File: config.mk
export PLATFORM = sky130hd
export DESIGN_NAME = stepper_position_velocity_stepper_core
export DESIGN_NICKNAME = d
export VERILOG_FILES = /design/src/hw/rtl/spv_pkg.sv /design/src/hw/rtl/spv_front.sv /design/src/hw/rtl/spv_fifo.sv /design/src/hw/rtl/spv_back.sv /design/src/hw/rtl/stepper_position_velocity_stepper_core.sv
export VERILOG_INCLUDE_DIRS = /design/src /design/src/hw/rtl
export SDC_FILE = /design/constraint.sdc
export NUM_CORES = 2
export LEC_CHECK = 0
export ABC_AREA = 1
export CAP_MARGIN = 20
export CORE_MARGIN = 1
export CORE_UTILIZATION = 45
export DETAILED_ROUTE_END_ITERATION = 8
export DONT_BUFFER_PORTS = 1
export PLACE_DENSITY_LB_ADDON = 0.2
export SLEW_MARGIN = 20
export SYNTH_ARGS = -nofsm -noshare
export SYNTH_HDL_FRONTEND = slang
export SYNTH_SLANG_ARGS = --single-unit
File: constraint.sdc
create_clock -name i_clk -period 9.33 [get_ports i_clk]
set_input_delay 2.799 -clock i_clk [delete_from_list [all_inputs] [get_ports i_clk]]
set_output_delay 2.799 -clock i_clk [all_outputs]
set_load 0.05 [all_outputs]
File: src/hw/rtl/stepper_position_velocity_stepper_core_defines.svh
// Assertion macros shared by the stepper core modules.
`ifndef STEPPER_POSITION_VELOCITY_STEPPER_CORE_DEFINES_SVH
`define STEPPER_POSITION_VELOCITY_STEPPER_CORE_DEFINES_SVH

// Same-cycle implication, checked out of reset.
`define SPV_ASSERT_IMPL(lbl, ante, cons) \
    lbl: assert property (@(posedge i_clk) disable iff (!i_rst_n) (ante) |-> (cons)) \
        else $error("spv assertion failed");

// Next-cycle implication, checked out of reset.
`define SPV_ASSERT_NEXT(lbl, ante, cons) \
    lbl: assert property (@(posedge i_clk) disable iff (!i_rst_n) (ante) |=> (cons)) \
        else $error("spv assertion failed");

`endif

File: src/hw/rtl/spv_pkg.sv
// Types and constants of the stepper position/velocity core.
package spv_pkg;

    localparam int SPR_W      = 20;
    localparam int PERIOD_W   = 16;
    localparam int CFG_IDX_W  = 2;
    localparam int CFG_DATA_W = 20;

    localparam logic [CFG_IDX_W-1:0] CFG_REV_STEPS   = 2'd0;
    localparam logic [CFG_IDX_W-1:0] CFG_BASE_PERIOD = 2'd1;

    localparam logic MD_POS = 1'b0;
    localparam logic MD_VEL = 1'b1;

    localparam logic [15:0] SPR_RESET    = 16'd6400;
    localparam logic [15:0] PERIOD_RESET = 16'd25;

    // round(2^48 / (2*pi)), split for the 26x23 partial products
    localparam logic [45:0] INV_TWO_PI_Q48 = 46'd44798133900177;
    localparam int          K_LO_W         = 23;
    localparam int          P_LO_W         = 26;
    localparam int          PROD_W         = 52;
    localparam int          PP_W           = 49;
    localparam int          ACC_W          = 98;
    localparam logic [4:0]  PP_LAST        = 5'd4;

    localparam int          FRAC_SHIFT = 15;
    localparam int          DIV_BITS   = PERIOD_W + FRAC_SHIFT;
    localparam logic [4:0]  DIV_LAST   = 5'(DIV_BITS - 1);

    localparam logic signed [31:0] POS_MAX = 32'sh7FFF_FFFF;
    localparam logic signed [31:0] POS_MIN = 32'sh8000_0000;

    typedef struct packed {
        logic        mode;
        logic        neg;
        logic [31:0] mag;
    } t_cmd;

    typedef enum logic [2:0] {
        BK_IDLE,
        BK_MUL,
        BK_PP,
        BK_DIV,
        BK_FIN
    } t_back_state;

endpackage

File: src/hw/rtl/spv_front.sv
// Front end: accepts tick beats, tracks the active command, queues its mode, sign and magnitude.
module spv_front (
    input  logic                 i_clk,
    input  logic                 i_rst_n,
    input  logic                 i_valid,
    output logic                 o_ready,
    input  logic                 i_new_command,
    input  logic                 i_mode,
    input  logic signed [31:0]   i_setpoint,
    input  logic                 i_full,
    output logic                 o_push,
    output spv_pkg::t_cmd        o_cmd
);
    import spv_pkg::*;

    logic        r_mode;
    logic [31:0] r_setpoint;
    logic        n_mode;
    logic [31:0] n_setpoint;

    always_comb begin
        o_ready    = !i_full;
        o_push     = i_valid && !i_full;
        n_mode     = r_mode;
        n_setpoint = r_setpoint;
        if (i_new_command) begin
            n_mode     = i_mode;
            n_setpoint = i_setpoint;
        end
        o_cmd.mode = n_mode;
        o_cmd.neg  = n_setpoint[31];
        o_cmd.mag  = n_setpoint[31] ? (~n_setpoint + 32'd1) : n_setpoint;
    end

    always_ff @(posedge i_clk) begin
        if (!i_rst_n) begin
            r_mode     <= MD_POS;
            r_setpoint <= '0;
        end else if (o_push) begin
            r_mode     <= n_mode;
            r_setpoint <= n_setpoint;
        end
    end

endmodule

File: src/hw/rtl/spv_fifo.sv
// Command queue between front and back ends.
module spv_fifo #(
    parameter int DEPTH = 2
) (
    input  logic           i_clk,
    input  logic           i_rst_n,
    input  logic           i_push,
    input  spv_pkg::t_cmd  i_wdata,
    output logic           o_full,
    input  logic           i_pop,
    output spv_pkg::t_cmd  o_rdata,
    output logic           o_empty
);
    import spv_pkg::*;
`include "stepper_position_velocity_stepper_core_defines.svh"

    localparam int PTR_W = (DEPTH > 1) ? $clog2(DEPTH) : 1;
    localparam int CNT_W = $clog2(DEPTH + 1);
    localparam logic [PTR_W-1:0] PTR_LAST = PTR_W'(DEPTH - 1);
    localparam logic [CNT_W-1:0] CNT_FULL = CNT_W'(DEPTH);

    t_cmd             r_mem [DEPTH];
    logic [PTR_W-1:0] r_wr_ptr;
    logic [PTR_W-1:0] r_rd_ptr;
    logic [CNT_W-1:0] r_count;

    assign o_full  = (r_count == CNT_FULL);
    assign o_empty = (r_count == '0);
    assign o_rdata = r_mem[r_rd_ptr];

    always_ff @(posedge i_clk) begin
        if (i_push) begin
            r_mem[r_wr_ptr] <= i_wdata;
        end
    end

    always_ff @(posedge i_clk) begin
        if (!i_rst_n) begin
            r_wr_ptr <= '0;
            r_rd_ptr <= '0;
            r_count  <= '0;
        end else begin
            if (i_push) begin
                r_wr_ptr <= (r_wr_ptr == PTR_LAST) ? '0 : r_wr_ptr + PTR_W'(1);
            end
            if (i_pop) begin
                r_rd_ptr <= (r_rd_ptr == PTR_LAST) ? '0 : r_rd_ptr + PTR_W'(1);
            end
            if (i_push && !i_pop) begin
                r_count <= r_count + CNT_W'(1);
            end else if (i_pop && !i_push) begin
                r_count <= r_count - CNT_W'(1);
            end
        end
    end

    `SPV_ASSERT_IMPL(a_no_push_full, i_push, r_count != CNT_FULL)
    `SPV_ASSERT_IMPL(a_no_pop_empty, i_pop, r_count != '0)
    `SPV_ASSERT_NEXT(a_push_fills, i_push && !i_pop, r_count != '0)

endmodule

File: src/hw/rtl/spv_back.sv
// Back end: target, half period and step update, with multiplier and serial divider.
module spv_back (
    input  logic                  i_clk,
    input  logic                  i_rst_n,
    input  logic                  i_empty,
    input  spv_pkg::t_cmd         i_cmd,
    output logic                  o_pop,
    input  logic [19:0]           i_rev_steps,
    input  logic [15:0]           i_base_period,
    output logic                  o_valid,
    input  logic                  i_ready,
    output logic                  o_step_pulse,
    output logic                  o_direction,
    output logic [31:0]           o_half_period_us,
    output logic signed [31:0]    o_position_count
);
    import spv_pkg::*;
`include "stepper_position_velocity_stepper_core_defines.svh"

    t_back_state          r_state, n_state;
    logic                 r_mode, n_mode;
    logic                 r_neg, n_neg;
    logic [31:0]          r_mag, n_mag;
    logic [PROD_W-1:0]    r_p, n_p;
    logic [PP_W-1:0]      r_pp, n_pp;
    logic [1:0]           r_pp_sh, n_pp_sh;
    logic [ACC_W-1:0]     r_acc, n_acc;
    logic [4:0]           r_cnt, n_cnt;
    logic [31:0]          r_rem, n_rem;
    logic [DIV_BITS-1:0]  r_q, n_q;
    logic signed [31:0]   r_step_count, n_step_count;
    logic signed [31:0]   r_target, n_target;
    logic [31:0]          r_half, n_half;
    logic                 r_dir, n_dir;
    logic                 r_out_valid, n_out_valid;
    logic                 r_out_pulse, n_out_pulse;
    logic                 r_out_dir, n_out_dir;
    logic [31:0]          r_out_half, n_out_half;
    logic signed [31:0]   r_out_pos, n_out_pos;

    logic [P_LO_W-1:0]    w_mul_a;
    logic [K_LO_W-1:0]    w_mul_b;
    logic [PP_W-1:0]      w_pp;
    logic [ACC_W-1:0]     w_pp_wide;
    logic [ACC_W-1:0]     w_add;
    logic [32:0]          w_trial;
    logic [33:0]          w_t;
    logic                 w_load;

    assign o_valid          = r_out_valid;
    assign o_step_pulse     = r_out_pulse;
    assign o_direction      = r_out_dir;
    assign o_half_period_us = r_out_half;
    assign o_position_count = r_out_pos;

    always_comb begin
        w_mul_a   = r_cnt[1] ? r_p[PROD_W-1:P_LO_W] : r_p[P_LO_W-1:0];
        w_mul_b   = r_cnt[0] ? INV_TWO_PI_Q48[45:K_LO_W] : INV_TWO_PI_Q48[K_LO_W-1:0];
        w_pp      = PP_W'(w_mul_a) * PP_W'(w_mul_b);
        w_pp_wide = {{(ACC_W-PP_W){1'b0}}, r_pp};
        case (r_pp_sh)
            2'd0:    w_add = w_pp_wide;
            2'd1:    w_add = w_pp_wide << K_LO_W;
            2'd2:    w_add = w_pp_wide << P_LO_W;
            default: w_add = w_pp_wide << (P_LO_W + K_LO_W);
        endcase
        w_trial = {r_rem, r_q[DIV_BITS-1]};
        w_t     = r_acc[ACC_W-1:64];
    end

    always_comb begin
        n_state      = r_state;
        n_mode       = r_mode;
        n_neg        = r_neg;
        n_mag        = r_mag;
        n_p          = r_p;
        n_pp         = r_pp;
        n_pp_sh      = r_pp_sh;
        n_acc        = r_acc;
        n_cnt        = r_cnt;
        n_rem        = r_rem;
        n_q          = r_q;
        n_step_count = r_step_count;
        n_target     = r_target;
        n_half       = r_half;
        n_dir        = r_dir;
        n_out_valid  = r_out_valid && !i_ready;
        n_out_pulse  = r_out_pulse;
        n_out_dir    = r_out_dir;
        n_out_half   = r_out_half;
        n_out_pos    = r_out_pos;
        o_pop        = 1'b0;
        w_load       = 1'b0;

        unique case (r_state)
            BK_IDLE: begin
                if (!i_empty) begin
                    o_pop  = 1'b1;
                    n_mode = i_cmd.mode;
                    n_neg  = i_cmd.neg;
                    n_mag  = i_cmd.mag;
                    n_cnt  = '0;
                    n_rem  = '0;
                    n_q    = {i_base_period, {FRAC_SHIFT{1'b0}}};
                    if (i_cmd.mode == MD_POS) begin
                        n_state = BK_MUL;
                    end else if (i_cmd.mag != '0) begin
                        n_state = BK_DIV;
                    end else begin
                        n_state = BK_FIN;
                    end
                end
            end
            BK_MUL: begin
                n_p     = PROD_W'(r_mag) * PROD_W'(i_rev_steps);
                n_acc   = '0;
                n_cnt   = '0;
                n_state = BK_PP;
            end
            BK_PP: begin
                if (r_cnt != PP_LAST) begin
                    n_pp    = w_pp;
                    n_pp_sh = r_cnt[1:0];
                end
                if (r_cnt != '0) begin
                    n_acc = r_acc + w_add;
                end
                n_cnt = r_cnt + 5'd1;
                if (r_cnt == PP_LAST) begin
                    n_state = BK_FIN;
                end
            end
            BK_DIV: begin
                if (w_trial >= {1'b0, r_mag}) begin
                    n_rem = 32'(w_trial - {1'b0, r_mag});
                    n_q   = {r_q[DIV_BITS-2:0], 1'b1};
                end else begin
                    n_rem = w_trial[31:0];
                    n_q   = {r_q[DIV_BITS-2:0], 1'b0};
                end
                n_cnt = r_cnt + 5'd1;
                if (r_cnt == DIV_LAST) begin
                    n_state = BK_FIN;
                end
            end
            BK_FIN: begin
                if (!r_out_valid || i_ready) begin
                    w_load = 1'b1;
                    if (r_mode == MD_POS) begin
                        if (r_neg) begin
                            n_target = (w_t >= 34'h0_8000_0000) ? POS_MIN
                                     : $signed(~w_t[31:0] + 32'd1);
                        end else begin
                            n_target = (w_t > 34'h0_7FFF_FFFF) ? POS_MAX
                                     : $signed(w_t[31:0]);
                        end
                        n_half = {17'd0, i_base_period[15:1]};
                    end else if (r_mag != '0) begin
                        if (r_neg) begin
                            if (r_target != POS_MIN) begin
                                n_target = r_target - 32'sd1;
                            end
                        end else begin
                            if (r_target != POS_MAX) begin
                                n_target = r_target + 32'sd1;
                            end
                        end
                        n_half = {{(32-DIV_BITS){1'b0}}, r_q};
                    end
                    n_out_pulse = 1'b0;
                    if (n_target > r_step_count) begin
                        n_dir        = 1'b1;
                        n_out_pulse  = 1'b1;
                        n_step_count = r_step_count + 32'sd1;
                    end else if (n_target < r_step_count) begin
                        n_dir        = 1'b0;
                        n_out_pulse  = 1'b1;
                        n_step_count = r_step_count - 32'sd1;
                    end
                    n_out_valid = 1'b1;
                    n_out_dir   = n_dir;
                    n_out_half  = n_half;
                    n_out_pos   = n_step_count;
                    n_state     = BK_IDLE;
                end
            end
            default: begin
                n_state = BK_IDLE;
            end
        endcase
    end

    always_ff @(posedge i_clk) begin
        if (!i_rst_n) begin
            r_state      <= BK_IDLE;
            r_step_count <= '0;
            r_target     <= '0;
            r_half       <= '0;
            r_dir        <= 1'b0;
            r_out_valid  <= 1'b0;
        end else begin
            r_state      <= n_state;
            r_step_count <= n_step_count;
            r_target     <= n_target;
            r_half       <= n_half;
            r_dir        <= n_dir;
            r_out_valid  <= n_out_valid;
        end
    end

    always_ff @(posedge i_clk) begin
        r_mode      <= n_mode;
        r_neg       <= n_neg;
        r_mag       <= n_mag;
        r_p         <= n_p;
        r_pp        <= n_pp;
        r_pp_sh     <= n_pp_sh;
        r_acc       <= n_acc;
        r_cnt       <= n_cnt;
        r_rem       <= n_rem;
        r_q         <= n_q;
        r_out_pulse <= n_out_pulse;
        r_out_dir   <= n_out_dir;
        r_out_half  <= n_out_half;
        r_out_pos   <= n_out_pos;
    end

    `SPV_ASSERT_IMPL(a_div_velocity, r_state == BK_DIV, (r_mode == MD_VEL) && (r_mag != '0))
    `SPV_ASSERT_NEXT(a_no_pulse_hold, w_load && !n_out_pulse,
        r_step_count == $past(r_step_count))
    `SPV_ASSERT_IMPL(a_pop_idle, o_pop, (r_state == BK_IDLE) && !i_empty)

endmodule

File: src/hw/rtl/stepper_position_velocity_stepper_core.sv
// Top level of the stepper position/velocity core: config registers and front/queue/back.
// The back end takes one command at a time: position commands run the multiply-accumulate
// sequence, velocity commands the 31-step serial divider, zero velocity neither; the queue
// holds further commands meanwhile, and the result beat waits for the output ready.
// Reset is synchronous, active low: counters, command, target, half period and direction
// clear, the revolution step count returns to 6400 and the base period to 25.
module stepper_position_velocity_stepper_core #(
    parameter int QUEUE_DEPTH = 2
) (
    input  logic                            i_clk,
    input  logic                            i_rst_n,
    input  logic                            i_cfg_we,
    input  logic [spv_pkg::CFG_IDX_W-1:0]   i_cfg_index,
    input  logic [spv_pkg::CFG_DATA_W-1:0]  i_cfg_data,
    input  logic                            i_in_valid,
    output logic                            o_in_ready,
    input  logic                            i_new_command,
    input  logic                            i_mode,
    input  logic signed [31:0]              i_setpoint,
    output logic                            o_out_valid,
    input  logic                            i_out_ready,
    output logic                            o_step_pulse,
    output logic                            o_direction,
    output logic [31:0]                     o_half_period_us,
    output logic signed [31:0]              o_position_count
);
    import spv_pkg::*;

    logic [SPR_W-1:0]    r_rev_steps;
    logic [PERIOD_W-1:0] r_base_period;
    logic                w_push;
    logic                w_pop;
    logic                w_full;
    logic                w_empty;
    t_cmd                w_wcmd;
    t_cmd                w_rcmd;

    always_ff @(posedge i_clk) begin
        if (!i_rst_n) begin
            r_rev_steps   <= SPR_W'(SPR_RESET);
            r_base_period <= PERIOD_RESET;
        end else if (i_cfg_we) begin
            case (i_cfg_index)
                CFG_REV_STEPS:   r_rev_steps   <= i_cfg_data[SPR_W-1:0];
                CFG_BASE_PERIOD: r_base_period <= i_cfg_data[PERIOD_W-1:0];
                default: ;
            endcase
        end
    end

    spv_front u_front (
        .i_clk         (i_clk),
        .i_rst_n       (i_rst_n),
        .i_valid       (i_in_valid),
        .o_ready       (o_in_ready),
        .i_new_command (i_new_command),
        .i_mode        (i_mode),
        .i_setpoint    (i_setpoint),
        .i_full        (w_full),
        .o_push        (w_push),
        .o_cmd         (w_wcmd)
    );

    spv_fifo #(
        .DEPTH (QUEUE_DEPTH)
    ) u_fifo (
        .i_clk   (i_clk),
        .i_rst_n (i_rst_n),
        .i_push  (w_push),
        .i_wdata (w_wcmd),
        .o_full  (w_full),
        .i_pop   (w_pop),
        .o_rdata (w_rcmd),
        .o_empty (w_empty)
    );

    spv_back u_back (
        .i_clk            (i_clk),
        .i_rst_n          (i_rst_n),
        .i_empty          (w_empty),
        .i_cmd            (w_rcmd),
        .o_pop            (w_pop),
        .i_rev_steps      (r_rev_steps),
        .i_base_period    (r_base_period),
        .o_valid          (o_out_valid),
        .i_ready          (i_out_ready),
        .o_step_pulse     (o_step_pulse),
        .o_direction      (o_direction),
        .o_half_period_us (o_half_period_us),
        .o_position_count (o_position_count)
    );

endmodule
==> results.json <==
{
  "r2r_cells": 23,
  "layout_min_cycle_time_ps": 7780,
  "start_util": 0.454,
  "final_antenna_net_count": 0,
  "timing.final.crit_share": 0.833,
  "antenna_found_initial": 26,
  "cp_max_fo": 17,
  "maxSlewViolCount": 0,
  "wirelength_um": 276000,
  "min-delay-start": "u_front.r_setpoint[4]",
  "final_cell_mix": "inv_1, nand2_1, nor2_1",
  "skew_ps": 48.5,
  "max-cap-violations": 0,
  "fmax_ghz": 0.129,
  "grt_max_degree": 100,
  "cts_buffers": 77,
  "post_drt_wl_per_cell_um": 22.2,
  "port_buffers": 0,
  "avgSynthCellArea_um2": 7.51,
  "via_per_inst": 5.44,
  "clk_latency_ps": 730,
  "die_x_um": 416,
  "holdPathStages": 2,
  "drive_above_1_share": 0.0322,
  "cts.htree.levels": 3,
  "synth_edf_count": 437,
  "hold_viol_final": 0,
  "finalSetupViolations": 0,
  "cts_root_buffer": "clkbuf_16",
  "critPathCaptureType": "flip-flop",
  "path_class": "reg2reg",
  "syn_area_um2": 77300,
  "hold_end": "u_front.r_setpoint[4]",
  "reg2reg_from": "u_back.r_mag[12]",
  "cp.arrival_ps": 8230,
  "relSlewSlack": 0.207,
  "yosys_most_used_dff": "edfxtp_1",
  "tns_ps": 0,
  "vias": 67600,
  "critPathRequiredTime_ps": 9780,
  "grt_pass1_wl_um": 415000,
  "cts_sinks": 612,
  "area_growth_pct": 6.44,
  "post-route-drc-count": 0,
  "synth-seq-cells": 612,
  "die_area_um2": 173000,
  "gr-total-overflow": 0,
  "final_nets": 11600,
  "status": "finished clean",
  "clock_path_buffers": 3,
  "grt_pass1_vias": 67500,
  "hold_path_class": "reg2reg",
  "postCtsHoldBufs": 0,
  "core_area_um2": 170000,
  "cts_tree": "done",
  "cts-resized-gates": 0,
  "critPathLaunchType": "flip-flop",
  "synth_warnings": 0,
  "ios": 129,
  "synth_top_cell_area_share": 0.224,
  "grt_usage": 0.317,
  "fillers": 17000,
  "async_flop_share": 0,
  "post_cts_buffers": 0,
  "yosysSeqAreaShare": 0.215,
  "final_common_cell": "inv_1",
  "yosys.area.top_type": "fa_1",
  "fp-row-count": 151,
  "drtPass1Iterations": 8,
  "r2r_slack_ps": 1550,
  "yosys-top-cells-area": "fa_1, edfxtp_1, inv_1",
  "finalWeightedCongestion": 1.03,
  "die_h_um": 416,
  "r2r-end": "u_back.r_p[31]",
  "synthCells": 10300,
  "worst_pin_slew_ps": 1190,
  "hpwl_um": 226000,
  "cts.clk_slew.worst_paths_ps": 60,
  "rsz0062_at_grt": "no",
  "first_iter_violations": 6786,
  "synth_cell_type_count": 60
}
[synthesized netlist by cell type (9+ instances only)]
| cell | count |
|---|---|
| inv_1 | 2190 |
| nand2_1 | 2161 |
| nor2_1 | 1091 |
| fa_1 | 863 |
| ha_1 | 599 |
| o21ai_0 | 581 |
| a21oi_1 | 566 |
| edfxtp_1 | 437 |
| nand3_1 | 385 |
| clkbuf_1 | 300 |
| xor2_1 | 202 |
| dfxtp_1 | 175 |
| nor3_1 | 89 |
| nand4_1 | 72 |
| xnor2_1 | 49 |
| o21bai_1 | 48 |
| nor4_1 | 43 |
| a21o_1 | 42 |
| a31oi_1 | 39 |
| or2_2 | 37 |
| buf_1 | 33 |
| o221ai_1 | 33 |
| buf_2 | 25 |
| o21ai_1 | 25 |
| o211ai_1 | 22 |
| a221oi_1 | 18 |
| o21a_1 | 18 |
| a21boi_0 | 14 |
| and3_1 | 10 |
| o22ai_1 | 10 |
| clkinv_1 | 9 |
| inv_2 | 9 |
[per-stage QoR]
step	cells	setup slack [ps]	util	area [µm²]	hold slack, ps
floorplan	10300	2390	-	77300	424
global placement	12200	1700	0.467	79400	427
detailed placement	12200	1680	0.467	79400	439
CTS	12400	1640	0.483	82100	448
global route	12400	1290	0.483	82200	474
finish	12400	1550	0.484	82200	451
[cell type report]
cell class / instances / area (µm²) / area share
antenna: 34 / 85.1 / 0.00103
timing repair buffer: 104 / 846 / 0.0103
clock buffer: 91 / 2010 / 0.0244
sequential: 612 / 16600 / 0.202
tap: 2218 / 2780 / 0.0337
clock inverter: 50 / 648 / 0.00788
inverter: 2208 / 8290 / 0.101
multi-input combinational: 7094 / 51000 / 0.620
[critical path: stages (launching register included)]
cell      delay (ps)
edfxtp_1        1110
buf_4            300
nand2_1           70
inv_1            110
fa_1             430
fa_1             520
inv_1             60
fa_1             530
inv_1             50
fa_1             530
fa_1             440
fa_1             550
inv_1             60
fa_1             520
inv_1             40
ha_1             380
a21oi_1          260
o21ai_0          220
a21oi_1          220
a21boi_0         480
o21ai_0          280
nand2_1          110
nand2_1           60
xor2_1           170
[how the worst max path moves through the flow]
stage | depth (start not counted) | startpoint | end
2_1_floorplan | 4 | u_back.r_state[0] | u_back.r_acc[0]
3_3_place_gp | 25 | r_rev_steps[4] | u_back.r_p[31]
3_5_place_dp | 25 | r_rev_steps[4] | u_back.r_p[31]
4_1_cts | 25 | r_rev_steps[4] | u_back.r_p[31]
5_1_grt | 27 | u_back.r_cnt[1] | u_back.r_pp[44]
6_report | 23 | u_back.r_mag[12] | u_back.r_p[31]
[registers in the layout, summed over array words and instances (netlist names), 2 cells and up, named ones only]
name,count
r_base_period,16
r_rev_steps,20
u_back.o_half_period_us,32
u_back.o_position_count,32
u_back.r_acc,98
u_back.r_cnt,5
u_back.r_half,32
u_back.r_mag,32
u_back.r_p,52
u_back.r_pp,49
u_back.r_pp_sh,2
u_back.r_q,31
u_back.r_rem,32
u_back.r_state,3
u_back.r_step_count,32
u_back.r_target,32
u_fifo.r_count,2
u_fifo.r_mem,68
u_front.r_setpoint,32
[cell families (layout without fill, tap and decap cells)]
family                     after synthesis  count (layout)  share of synthesized area
and+or+nand+nor                       3929            3929                      0.206
buffers and inverters                 2579            2453                      0.126
adders and majority gates             1462            1462                      0.321
AOI/OAI and AO/OA                     1444            1444                      0.103
DFF                                    612             612                      0.215
xor gates and xnor gates               251             251                     0.0285
muxes                                    5               5                   0.000712
other                                    1              37                  0.0000485
[layer usage]
layer	routed length [µm]	GRT usage	up-vias	share of wire
li1	-	-	31600	-
met1	116000	0.420	32800	0.42
met2	126000	0.508	2622	0.46
met3	20300	0.0525	537	0.074
met4	13500	0.146	2	0.049
met5	13	0	-	0.000047
Power is left out: the tool's default activity adds up to more than one toggle a clock period on the data nets, which glitch-free logic cannot reach.
